==> src/vpa_pkg.sv <==
`timescale 1ns / 1ps

package vpa_pkg;

    localparam int MEM_SIZE  = 1024;
    localparam int MAX_PARTS = 32;
    localparam int IDX_W     = $clog2(MAX_PARTS);
    localparam int CNT_W     = $clog2(MAX_PARTS + 1);
    localparam int ADDR_W    = 10;
    localparam int SIZE_W    = 11;
    localparam int JOB_W     = 8;

    // Placement rules.
    localparam logic [1:0] FIT_FIRST = 2'd0;
    localparam logic [1:0] FIT_NEXT  = 2'd1;
    localparam logic [1:0] FIT_BEST  = 2'd2;
    localparam logic [1:0] FIT_WORST = 2'd3;

    // Request kinds.
    localparam logic OP_ALLOC = 1'b0;
    localparam logic OP_FREE  = 1'b1;

    // Result codes.
    localparam logic [1:0] ST_DONE     = 2'd0;
    localparam logic [1:0] ST_NO_SPACE = 2'd1;
    localparam logic [1:0] ST_NO_JOB   = 2'd2;
    localparam logic [1:0] ST_FULL     = 2'd3;

    // One partition table entry.
    typedef struct packed {
        logic [ADDR_W-1:0] start;
        logic [SIZE_W-1:0] size;
        logic              used;
        logic [JOB_W-1:0]  owner;
    } entry_t;

endpackage

==> src/vpa_table.sv <==
`timescale 1ns / 1ps

// Partition table memory: one write port and one registered read port.
module vpa_table
(
    input  logic                    clk,
    input  logic                    we,
    input  logic [vpa_pkg::IDX_W-1:0] waddr,
    input  vpa_pkg::entry_t         wdata,
    input  logic [vpa_pkg::IDX_W-1:0] raddr,
    output vpa_pkg::entry_t         rdata
);

    vpa_pkg::entry_t mem [vpa_pkg::MAX_PARTS];

    // Write and registered read.
    always_ff @(posedge clk)
    begin
        if (we)
        begin
            mem[waddr] <= wdata;
        end
        rdata <= mem[raddr];
    end

endmodule

==> src/variable_partition_allocator_unit.sv <==
`timescale 1ns / 1ps

// Channel  | Direction | Content
// s_axis   | in        | tdata: op, job_id, req_size (20 bits in 24)
// m_axis   | out       | tdata: status, start_addr (12 bits in 16)
// cfg      | in        | fit_policy write, no read-back
//
// A request walks the table through one shared compare unit, one entry at a
// time (read, then check), then shifts entries for a split or a merge, each
// moved entry read and then written, and writes the changed entry back last.
// A zero-size allocate skips the walk; otherwise the single read port of the
// table sets how long a request takes.
// Reset builds entry 0; the result waits in an output register and
// no request is taken until it goes.
module variable_partition_allocator_unit
(
    input  logic        clk,
    input  logic        rst_n,
    input  logic        s_axis_tvalid,
    output logic        s_axis_tready,
    input  logic [23:0] s_axis_tdata,   // op[0], job_id[8:1], req_size[19:9]
    output logic        m_axis_tvalid,
    input  logic        m_axis_tready,
    output logic [15:0] m_axis_tdata,   // status[1:0], start_addr[11:2]
    input  logic        cfg_we,
    input  logic [1:0]  cfg_wdata
);

    localparam int IW = vpa_pkg::IDX_W;
    localparam int CW = vpa_pkg::CNT_W;
    localparam int SW = vpa_pkg::SIZE_W;
    localparam int AW = vpa_pkg::ADDR_W;

    typedef enum logic [3:0] {
        S_INIT, S_IDLE, S_SRD, S_SCHK, S_DEC, S_SHRD, S_SHWR,
        S_SPLIT, S_MRD, S_MCHK, S_DRD, S_DWR, S_MDONE, S_WBK, S_OUT
    } state_t;

    state_t            state_reg;
    logic [1:0]        policy_reg;
    logic              op_reg;
    logic [7:0]        job_reg;
    logic [SW-1:0]     req_reg;
    logic [CW-1:0]     count_reg;
    logic [IW-1:0]     rover_reg;
    logic [IW-1:0]     idx_reg;
    logic [CW-1:0]     n_reg;
    logic              found_reg;
    logic [IW-1:0]     best_reg;
    logic [SW-1:0]     bsize_reg;
    vpa_pkg::entry_t   bent_reg;
    logic [IW-1:0]     j_reg;
    logic [IW-1:0]     drop_reg;
    logic              mphase_reg;
    logic [1:0]        st_reg;
    logic [AW-1:0]     addr_reg;
    logic              ovalid_reg;

    logic                we;
    logic [IW-1:0]       waddr;
    vpa_pkg::entry_t     wdata;
    logic [IW-1:0]       raddr;
    vpa_pkg::entry_t     rdata;

    vpa_table u_table (.clk(clk), .we(we), .waddr(waddr), .wdata(wdata),
                       .raddr(raddr), .rdata(rdata));

    logic [IW-1:0] last_idx;
    logic          fit;
    logic          better;
    logic [IW-1:0] idx_wrap;
    logic [IW-1:0] rover_eff;

    // Shared compare unit and index helpers.
    always_comb
    begin
        last_idx  = IW'(count_reg - CW'(1));
        idx_wrap  = (idx_reg == last_idx) ? '0 : idx_reg + IW'(1);
        rover_eff = (CW'(rover_reg) < count_reg) ? rover_reg : '0;
        if (op_reg == vpa_pkg::OP_ALLOC)
        begin
            fit = !rdata.used && (rdata.size >= req_reg);
        end
        else
        begin
            fit = rdata.used && (rdata.owner == job_reg);
        end
        case (policy_reg)
            vpa_pkg::FIT_BEST:  better = rdata.size < bsize_reg;
            vpa_pkg::FIT_WORST: better = rdata.size > bsize_reg;
            default:            better = 1'b0;
        endcase
    end

    // Table write and read address selection.
    always_comb
    begin
        we    = 1'b0;
        waddr = idx_reg;
        wdata = bent_reg;
        raddr = idx_reg;
        case (state_reg)
            S_INIT:
            begin
                we    = 1'b1;
                waddr = '0;
                wdata = '{start: '0, size: SW'(vpa_pkg::MEM_SIZE), used: 1'b0, owner: '0};
            end
            S_SHRD:  raddr = j_reg - IW'(1);
            S_SHWR:
            begin
                we    = 1'b1;
                waddr = j_reg;
                wdata = rdata;
            end
            S_SPLIT:
            begin
                we    = 1'b1;
                waddr = best_reg + IW'(1);
                wdata = '{start: bent_reg.start + AW'(req_reg),
                          size: bsize_reg - req_reg, used: 1'b0, owner: '0};
            end
            S_DRD:   raddr = j_reg + IW'(1);
            S_DWR:
            begin
                we    = 1'b1;
                waddr = j_reg;
                wdata = rdata;
            end
            S_WBK:
            begin
                we    = 1'b1;
                waddr = best_reg;
                wdata = bent_reg;
            end
            default: ;
        endcase
    end

    assign s_axis_tready = (state_reg == S_IDLE) && !ovalid_reg;
    assign m_axis_tvalid = ovalid_reg;
    assign m_axis_tdata  = {4'd0, addr_reg, st_reg};

    // Sequencer: scan, decide, shift and merge.
    always_ff @(posedge clk or negedge rst_n)
    begin
        if (!rst_n)
        begin
            state_reg  <= S_INIT;
            policy_reg <= vpa_pkg::FIT_FIRST;
            count_reg  <= CW'(1);
            rover_reg  <= '0;
            ovalid_reg <= 1'b0;
        end
        else
        begin
            if (cfg_we)
            begin
                policy_reg <= cfg_wdata;
            end
            if (ovalid_reg && m_axis_tready)
            begin
                ovalid_reg <= 1'b0;
            end
            case (state_reg)
                S_INIT: state_reg <= S_IDLE;
                S_IDLE:
                begin
                    if (s_axis_tvalid && s_axis_tready)
                    begin
                        op_reg    <= s_axis_tdata[0];
                        job_reg   <= s_axis_tdata[8:1];
                        req_reg   <= s_axis_tdata[19:9];
                        found_reg <= 1'b0;
                        n_reg     <= '0;
                        addr_reg  <= '0;
                        if (s_axis_tdata[0] == vpa_pkg::OP_ALLOC
                            && s_axis_tdata[19:9] == '0)
                        begin
                            st_reg    <= vpa_pkg::ST_NO_SPACE;
                            state_reg <= S_OUT;
                        end
                        else
                        begin
                            if (s_axis_tdata[0] == vpa_pkg::OP_ALLOC
                                && policy_reg == vpa_pkg::FIT_NEXT)
                            begin
                                idx_reg <= (CW'(rover_reg) < count_reg) ? rover_reg : '0;
                            end
                            else
                            begin
                                idx_reg <= '0;
                            end
                            state_reg <= S_SRD;
                        end
                    end
                end
                S_SRD: state_reg <= S_SCHK;
                S_SCHK:
                begin
                    // Candidate update from the shared compare.
                    if (fit && (!found_reg || better))
                    begin
                        found_reg <= 1'b1;
                        best_reg  <= idx_reg;
                        bsize_reg <= rdata.size;
                        bent_reg  <= rdata;
                    end
                    n_reg <= n_reg + CW'(1);
                    if ((fit && (op_reg == vpa_pkg::OP_FREE
                                 || policy_reg == vpa_pkg::FIT_FIRST
                                 || policy_reg == vpa_pkg::FIT_NEXT))
                        || (n_reg + CW'(1) == count_reg))
                    begin
                        state_reg <= S_DEC;
                    end
                    else
                    begin
                        idx_reg   <= (op_reg == vpa_pkg::OP_ALLOC
                                      && policy_reg == vpa_pkg::FIT_NEXT) ? idx_wrap
                                                                      : idx_reg + IW'(1);
                        state_reg <= S_SRD;
                    end
                end
                S_DEC:
                begin
                    // The chosen entry is updated here and written back at the end.
                    if (!found_reg)
                    begin
                        state_reg <= S_OUT;
                        if (op_reg == vpa_pkg::OP_FREE)
                        begin
                            st_reg <= vpa_pkg::ST_NO_JOB;
                        end
                        else
                        begin
                            st_reg <= vpa_pkg::ST_NO_SPACE;
                            if (policy_reg == vpa_pkg::FIT_NEXT)
                            begin
                                rover_reg <= (rover_eff == last_idx) ? '0
                                                                     : rover_eff + IW'(1);
                            end
                        end
                    end
                    else if (op_reg == vpa_pkg::OP_ALLOC && bent_reg.size != req_reg
                             && count_reg == CW'(vpa_pkg::MAX_PARTS))
                    begin
                        st_reg    <= vpa_pkg::ST_FULL;
                        state_reg <= S_OUT;
                    end
                    else if (op_reg == vpa_pkg::OP_ALLOC)
                    begin
                        st_reg         <= vpa_pkg::ST_DONE;
                        addr_reg       <= bent_reg.start;
                        bent_reg.size  <= req_reg;
                        bent_reg.used  <= 1'b1;
                        bent_reg.owner <= job_reg;
                        if (bent_reg.size != req_reg)
                        begin
                            if (rover_reg > best_reg)
                            begin
                                rover_reg <= rover_reg + IW'(1);
                            end
                            j_reg     <= IW'(count_reg);
                            state_reg <= (IW'(count_reg) > best_reg + IW'(1)) ? S_SHRD
                                                                             : S_SPLIT;
                            count_reg <= count_reg + CW'(1);
                        end
                        else
                        begin
                            if (policy_reg == vpa_pkg::FIT_NEXT)
                            begin
                                rover_reg <= (best_reg == last_idx) ? '0 : best_reg + IW'(1);
                            end
                            state_reg <= S_WBK;
                        end
                    end
                    else
                    begin
                        st_reg         <= vpa_pkg::ST_DONE;
                        addr_reg       <= bent_reg.start;
                        bent_reg.used  <= 1'b0;
                        bent_reg.owner <= '0;
                        if (best_reg != last_idx)
                        begin
                            mphase_reg <= 1'b0;
                            idx_reg    <= best_reg + IW'(1);
                            state_reg  <= S_MRD;
                        end
                        else if (best_reg != '0)
                        begin
                            mphase_reg <= 1'b1;
                            idx_reg    <= best_reg - IW'(1);
                            state_reg  <= S_MRD;
                        end
                        else
                        begin
                            state_reg <= S_WBK;
                        end
                    end
                end
                S_SHRD: state_reg <= S_SHWR;
                S_SHWR:
                begin
                    j_reg     <= j_reg - IW'(1);
                    state_reg <= (j_reg - IW'(1) > best_reg + IW'(1)) ? S_SHRD : S_SPLIT;
                end
                S_SPLIT:
                begin
                    // The remainder always sits right after the grant.
                    if (policy_reg == vpa_pkg::FIT_NEXT)
                    begin
                        rover_reg <= best_reg + IW'(1);
                    end
                    state_reg <= S_WBK;
                end
                S_MRD: state_reg <= S_MCHK;
                S_MCHK:
                begin
                    if (!mphase_reg)
                    begin
                        // Upper neighbour.
                        if (!rdata.used)
                        begin
                            bent_reg.size <= bent_reg.size + rdata.size;
                            drop_reg      <= best_reg + IW'(1);
                            j_reg         <= best_reg + IW'(1);
                            state_reg     <= (best_reg + IW'(1) == last_idx) ? S_MDONE
                                                                             : S_DRD;
                        end
                        else if (best_reg != '0)
                        begin
                            mphase_reg <= 1'b1;
                            idx_reg    <= best_reg - IW'(1);
                            state_reg  <= S_MRD;
                        end
                        else
                        begin
                            state_reg <= S_WBK;
                        end
                    end
                    else if (!rdata.used)
                    begin
                        // Lower neighbour absorbs this entry.
                        bent_reg.size  <= bent_reg.size + rdata.size;
                        bent_reg.start <= rdata.start;
                        drop_reg       <= best_reg;
                        j_reg          <= best_reg;
                        best_reg       <= best_reg - IW'(1);
                        state_reg      <= (best_reg == last_idx) ? S_MDONE : S_DRD;
                    end
                    else
                    begin
                        state_reg <= S_WBK;
                    end
                end
                S_DRD: state_reg <= S_DWR;
                S_DWR:
                begin
                    // Entries above the dropped one move down by one.
                    if (j_reg + IW'(1) == last_idx)
                    begin
                        state_reg <= S_MDONE;
                    end
                    else
                    begin
                        j_reg     <= j_reg + IW'(1);
                        state_reg <= S_DRD;
                    end
                end
                S_MDONE:
                begin
                    // Shrink the table, keep the rover on its partition, then try below.
                    count_reg <= count_reg - CW'(1);
                    if (rover_reg >= drop_reg && rover_reg != '0)
                    begin
                        rover_reg <= rover_reg - IW'(1);
                    end
                    if (!mphase_reg && best_reg != '0)
                    begin
                        mphase_reg <= 1'b1;
                        idx_reg    <= best_reg - IW'(1);
                        state_reg  <= S_MRD;
                    end
                    else
                    begin
                        state_reg <= S_WBK;
                    end
                end
                S_WBK: state_reg <= S_OUT;
                S_OUT:
                begin
                    ovalid_reg <= 1'b1;
                    state_reg  <= S_IDLE;
                end
                default: state_reg <= S_IDLE;
            endcase
        end
    end

endmodule

==> config.mk <==
export PLATFORM = sky130hd
export DESIGN_NAME = variable_partition_allocator_unit
export DESIGN_NICKNAME = d
export VERILOG_FILES = /design/src/vpa_pkg.sv /design/src/vpa_table.sv /design/src/variable_partition_allocator_unit.sv
export SDC_FILE = /design/constraint.sdc
export NUM_CORES = 2
export LEC_CHECK = 0
export ABC_AREA = 1
export BUFFER_PORTS_ARGS = -buffer_cell sky130_fd_sc_hd__buf_2
export CORE_ASPECT_RATIO = 0.5
export CORE_MARGIN = 4
export CORE_UTILIZATION = 30
export DETAILED_ROUTE_END_ITERATION = 12
export PLACE_DENSITY = 0.46
export SLEW_MARGIN = 10
export SYNTH_ARGS = -nofsm -noshare
export SYNTH_HDL_FRONTEND = slang
export SYNTH_SLANG_ARGS = --single-unit
==> constraint.sdc <==
create_clock -name clk -period 4.65 [get_ports clk]
set_input_delay 0.93 -clock clk [delete_from_list [all_inputs] [get_ports clk]]
set_output_delay 0.93 -clock clk [all_outputs]
set_load 0.02 [all_outputs]
Word-level counts from Yosys, hierarchy flattened. Memories as Yosys holds them, arrays and structs flattened. A register that Yosys moved wholly into a read port is not among the register bits. Cells that the tools add are included.

Memories: 1. Input bits: 31. Register bits: 119. Bits in writable memories: 960. Memory bits (read-only): 0. Bits in latches: 0.

Div/mod/pow operators: 0. Order comparisons: 8. Multiplexer cells: 113. Add/sub/neg operators: 14. Shift-type cells: 0. Bitwise logic cells: 3. Reduce and logical (&&, ||, !) cells: 55. Multiply operators: 0. Eq/ne operators: 52.

Memories: u_table.mem (words 32, width 30, rd ports 1, clocked after Yosys merged registers in 1, write ports 1, line vpa_table.sv:14) `vpa_pkg::entry_t mem [vpa_pkg::MAX_PARTS];`.

Operators by type and width (count): $mux 5 (38); $pmux 30 s3 (1); $pmux 4 s13 (1); $mux 10 (4); $mux 20 (2); $pmux 10 s2 (2); $pmux 5 s4 (2); $mux 11 (3); $pmux 11 s3 (1); $mux 30 (1); $mux 6 (5); $ne 2x2->1 const B (15); $eq 4x4->1 const B (7); $mux 4 (7); $mux 3 (9); $add 5x1->5 const B (5); $eq 5x5->1 (5); $pmux 5 s5 (1); $pmux 6 s2 (2); $mux 21 (1); $pmux 5 s2 (2); $reduce_and 5->1 (4); $pmux 9 s2 (1); $mux 1 (17); other kinds (50) (109).

Depth between registers and ports, before layout.
Depth in word-level cells: 9. Mapped depth: 19. Depth with buffers taken out: 18.

Modules after synthesis. A second synthesis with hierarchy kept.

Cells, all modules: 4730. Area total of the unflattened synthesis: 49672.6 um^2.

Modules (own cells, without submodules): vpa_table (area each 39370.3 um^2, cells each 3319, instances 1); variable_partition_allocator_unit (area each 10302.4 um^2, cells each 1411, instances 1).

Worst setup path after synthesis. Ideal clock, no wire load.

Path kind: register -> register. From: register bsize_reg[0]. To: memory u_table.mem[0][11] (netlist name) (data pin). Path buffers: 0. Stages on the path, launching flop included: 8. Period minus slack after synthesis: 3985 ps. Slack: 665 ps. Setup time: 615 ps. Arrival: 3370 ps. Data required time: 4035 ps. Path through: edfxtp_1 > inv_1 > ha_1 > inv_1 > fa_1 > nand2_1 > inv_1 > o311ai_0.

RTL lines: from (decl) (line variable_partition_allocator_unit.sv:50) `logic [SW-1:0] bsize_reg;`; from (signal assigned) (line variable_partition_allocator_unit.sv:206) `bsize_reg <= rdata.size;`; to (decl) (line vpa_table.sv:14).

Final worst setup path.
From: register state_reg[1]. To: memory u_table.mem[19][10] (netlist name), enable pin.

Longest elaborated chain between the ends: 5.

RTL lines: from (decl) (line variable_partition_allocator_unit.sv:39) `state_t state_reg;`; from (signal assigned) (line variable_partition_allocator_unit.sv:265) `state_reg <= (IW'(count_reg) > best_reg + IW'(1)) ? S_SHRD`; from (signal assigned) (line variable_partition_allocator_unit.sv:306) `state_reg <= (j_reg - IW'(1) > best_reg + IW'(1)) ? S_SHRD : S_SPLIT;`; from (signal assigned) (line variable_partition_allocator_unit.sv:328) `state_reg <= (best_reg + IW'(1) == last_idx) ? S_MDONE`; $eq 4x4->1, or another cell as far along (line variable_partition_allocator_unit.sv:102) `case (state_reg)`; $reduce_or 5->1 (no source line); $mux 1 (line variable_partition_allocator_unit.sv:102); $mux 1 (line vpa_table.sv:19) `if (we)`; $mux 1 (implied by the code) (line vpa_table.sv:21) `mem[waddr] <= wdata;`.

Parallel ways exist; a longest one is shown, timed or not.

==> impl_metrics.yaml <==
sta:
  worst_slew_pin_slew_ns: 1.23
  maxSlewViolCount: 0
  whs_ns: 0.109
  setup-tns-final_ns: 0
  relSlewSlack_pct: 17.8
  fmax_mhz: 251
  period_needed_ns: 3.99
  rsz0062_at_grt: "no"
  final_hold_viol_count: 0
  skew_ns: 0.0688
  setup_viol: 0
  period_share_pct: 85.8
flow_run:
  drv_cap: 0
clocking:
  cts-htree-levels: 3
  hold_buffers: 0
  clock_latency_ns: 0.75
  clock_sinks: 1109
  ctsResizeCount: 0
  cts_buffers: 110
  clk_path_buf_depth: 3
  clk_pin_slew_worst_paths_ns: 0.06
  root_buffer: "clkbuf_16"
  post-cts-setup-buffers: 0
  cts_tree: "built"
placed_design:
  gp_congestion: 0.897
  dp_cells: 7069
  io_buffer_count: 40
  dpl.hpwl_um: 101000
route:
  drc: 0
  post_drt_wl_per_cell_um: 22.4
  drt_iter0_markers: 3426
  ant_nets: 0
  dr.pass1.iters: 6
  wl_met3_um: 11900
  num_vias: 36200
  drt-met1-wl_um: 78100
  routed.top_layer: "met4"
  drt-total-wl_um: 163000
  vias_per_cell: 4.97
  route.met2.wl_um: 69800
pwr:
  p_leak_uw: 0.0223
  p_per_area_nw_per_um2: 674
  p_total_uw: 38700
  ir_drop_mv: 0.369
synth:
  syn_area_um2: 50200
  synth_async_sr_flop_share_pct: 1.62
  avgSynthCellArea_um2: 10.2
  ys_seq_elements: 1109
  yosysSeqAreaShare_pct: 65.6
  ys.flop_type: "edfxtp_1"
  synth-edff-count: 1061
  synth_cells: 4907
  ys.warnings.count: 0
  ys_types: 52
die:
  die_w_um: 586
  die_area_um2: 174000
  rows: 105
  io_pins: 49
  core_um2: 165000
  dieHeight_um: 297
  start_util_pct: 30.4
final_layout:
  instances_no_fill: 7279
  largest_reg_flops: 960
  syn2layout_area_growth_pct: 14.6
  finalNetCount: 5103
  drive_above_1_share_pct: 8.67
  final.fill_count: 16600
global_routing:
  antenna_found_initial: 9
  grt_overflow: 0
  grt_pass1_vias: 34400
  grt_usage_pct: 18.3
  grt_max_degree: 83
  grt_pass1_wl_um: 237000
critical_path:
  cpPeakStageDelay_ns: 1.02
  cp.depth: 13
  reg2reg_depth: 13
  crit_path_frequent_cell: "buf_4"
  crit_slowest_cell: "nor2_4"
  cp_top_family: "simple AND/OR/NAND/NOR gates"
  critPathMaxFanout: 25
  crit_path_start_kind: "flop"
  end_kind: "flop"
  path_buf_inv: 6
  worstSetupPathType: "reg -> reg"
  required_ns: 5.04
  crit_arrival_ns: 4.38
  path_cells: "nand2_1 -> nor2_1 -> buf_4 -> buf_4 -> clkinv_1 -> buf_4 -> nor2_1 -> a21oi_1 -> o221ai_2 -> inv_1 -> nand3_1 -> nor2_4 -> buf_4"
min_path:
  hold_class: "in -> async"
outcome:
  run_status: "complete, no violations"
-- logic make-up after synthesis --
| logic type | after synthesis | share of synthesized area, % |
|---|---|---|
| simple gates | 2870 | 23.1 |
| flops | 1109 | 65.6 |
| buf+inv | 444 | 3.98 |
| compound gates | 353 | 4.33 |
| fa+ha+maj | 84 | 2.14 |
| xor+xnor | 46 | 0.803 |
| other cells | 1 | 0.00748 |
-- worst paths after layout --
check                             startpoint             endpoint  slack [ns]
max reg2reg                     state_reg[1]  u_table.mem[19][10]        0.66
max in group asynchronous              rst_n         count_reg[0]        3.89
min                                    rst_n         state_reg[0]        0.11
min in group clk             s_axis_tdata[7]           job_reg[6]        0.36
max                             state_reg[1]  u_table.mem[19][10]        0.66
min reg2reg                u_table.rdata[23]         bent_reg[23]        0.44
-- per-layer routing --
metal,global-route usage [%],vias up
li1,-,16800
met1,27.6,17800
met2,27.1,1308
met3,3.30,222
met4,4.44,0
met5,0,-
-- Yosys cell counts, drive strengths merged, types with 17 or more instances --
cell type / number / area, µm²
clkbuf: 56 / 210
buf: 178 / 997
nand2: 2108 / 7930
nor2: 181 / 687
ha: 81 / 1010
o21ai: 105 / 533
xor2: 32 / 280
nand3: 523 / 2620
edfxtp: 1061 / 31900
dfxtp: 30 / 601
nand4: 28 / 175
o211ai: 18 / 140
dfrtp: 17 / 425
inv: 203 / 762
a21o: 62 / 465
a21oi: 104 / 532
-- where the power goes --
group | internal (µW) | total (µW) | switching [µW]
logic | 4130 | 15500 | 11400
registers | 13500 | 14200 | 761
clock network | 4990 | 9000 | 4010
total | 22600 | 38700 | 16100
-- through the flow --
step	cell area (µm²)	util [%]	setup WS (ns)
2_1_floorplan	50200	-	0.665
6_report	57500	34.8	0.662
3_5_place_dp	53900	32.7	0.640
3_3_place_gp	53800	32.6	0.724
5_1_grt	57500	34.8	0.399
4_1_cts	57500	34.8	0.603
-- final cells by class --
class / instances / area (µm²) / share of cell area, %
Antenna cell: 2 / 5.00 / 0.00871
Clock inverter: 68 / 682 / 1.19
Tap cell: 2193 / 2740 / 4.77
Sequential cell: 1109 / 32900 / 57.3
Multi-Input combinational cell: 3357 / 15600 / 27.2
Inverter: 210 / 800 / 1.39
Clock buffer: 140 / 2910 / 5.05
Timing Repair Buffer: 200 / 1810 / 3.15
-- cell usage in the layout (no fill, tap or decap), drive strengths merged, types with 2 or more instances in the layout --
| cell | n |
|---|---|
| diode | 2 |
| o211ai | 18 |
| a211oi | 5 |
| bufinv | 10 |
| buf | 200 |
| nand2 | 2108 |
| inv | 204 |
| fa | 3 |
| a21oi | 104 |
| xnor2 | 14 |
| o22ai | 16 |
| clkinvlp | 3 |
| o21ai | 105 |
| o2111ai | 6 |
| nand4 | 28 |
| nand3 | 523 |
| or2 | 7 |
| clkbuf | 140 |
| o31ai | 4 |
| edfxtp | 1061 |
| nor2 | 181 |
| conb | 4 |
| nand3b | 2 |
| clkinv | 61 |
| nor4 | 8 |
| a22oi | 4 |
| a31oi | 7 |
| xor2 | 32 |
| a21o | 62 |
| dfxtp | 30 |
| ha | 81 |
| o21bai | 3 |
| dfrtp | 17 |
| nor3 | 13 |
| o221ai | 13 |
Power figures use the tool's default switching activity.
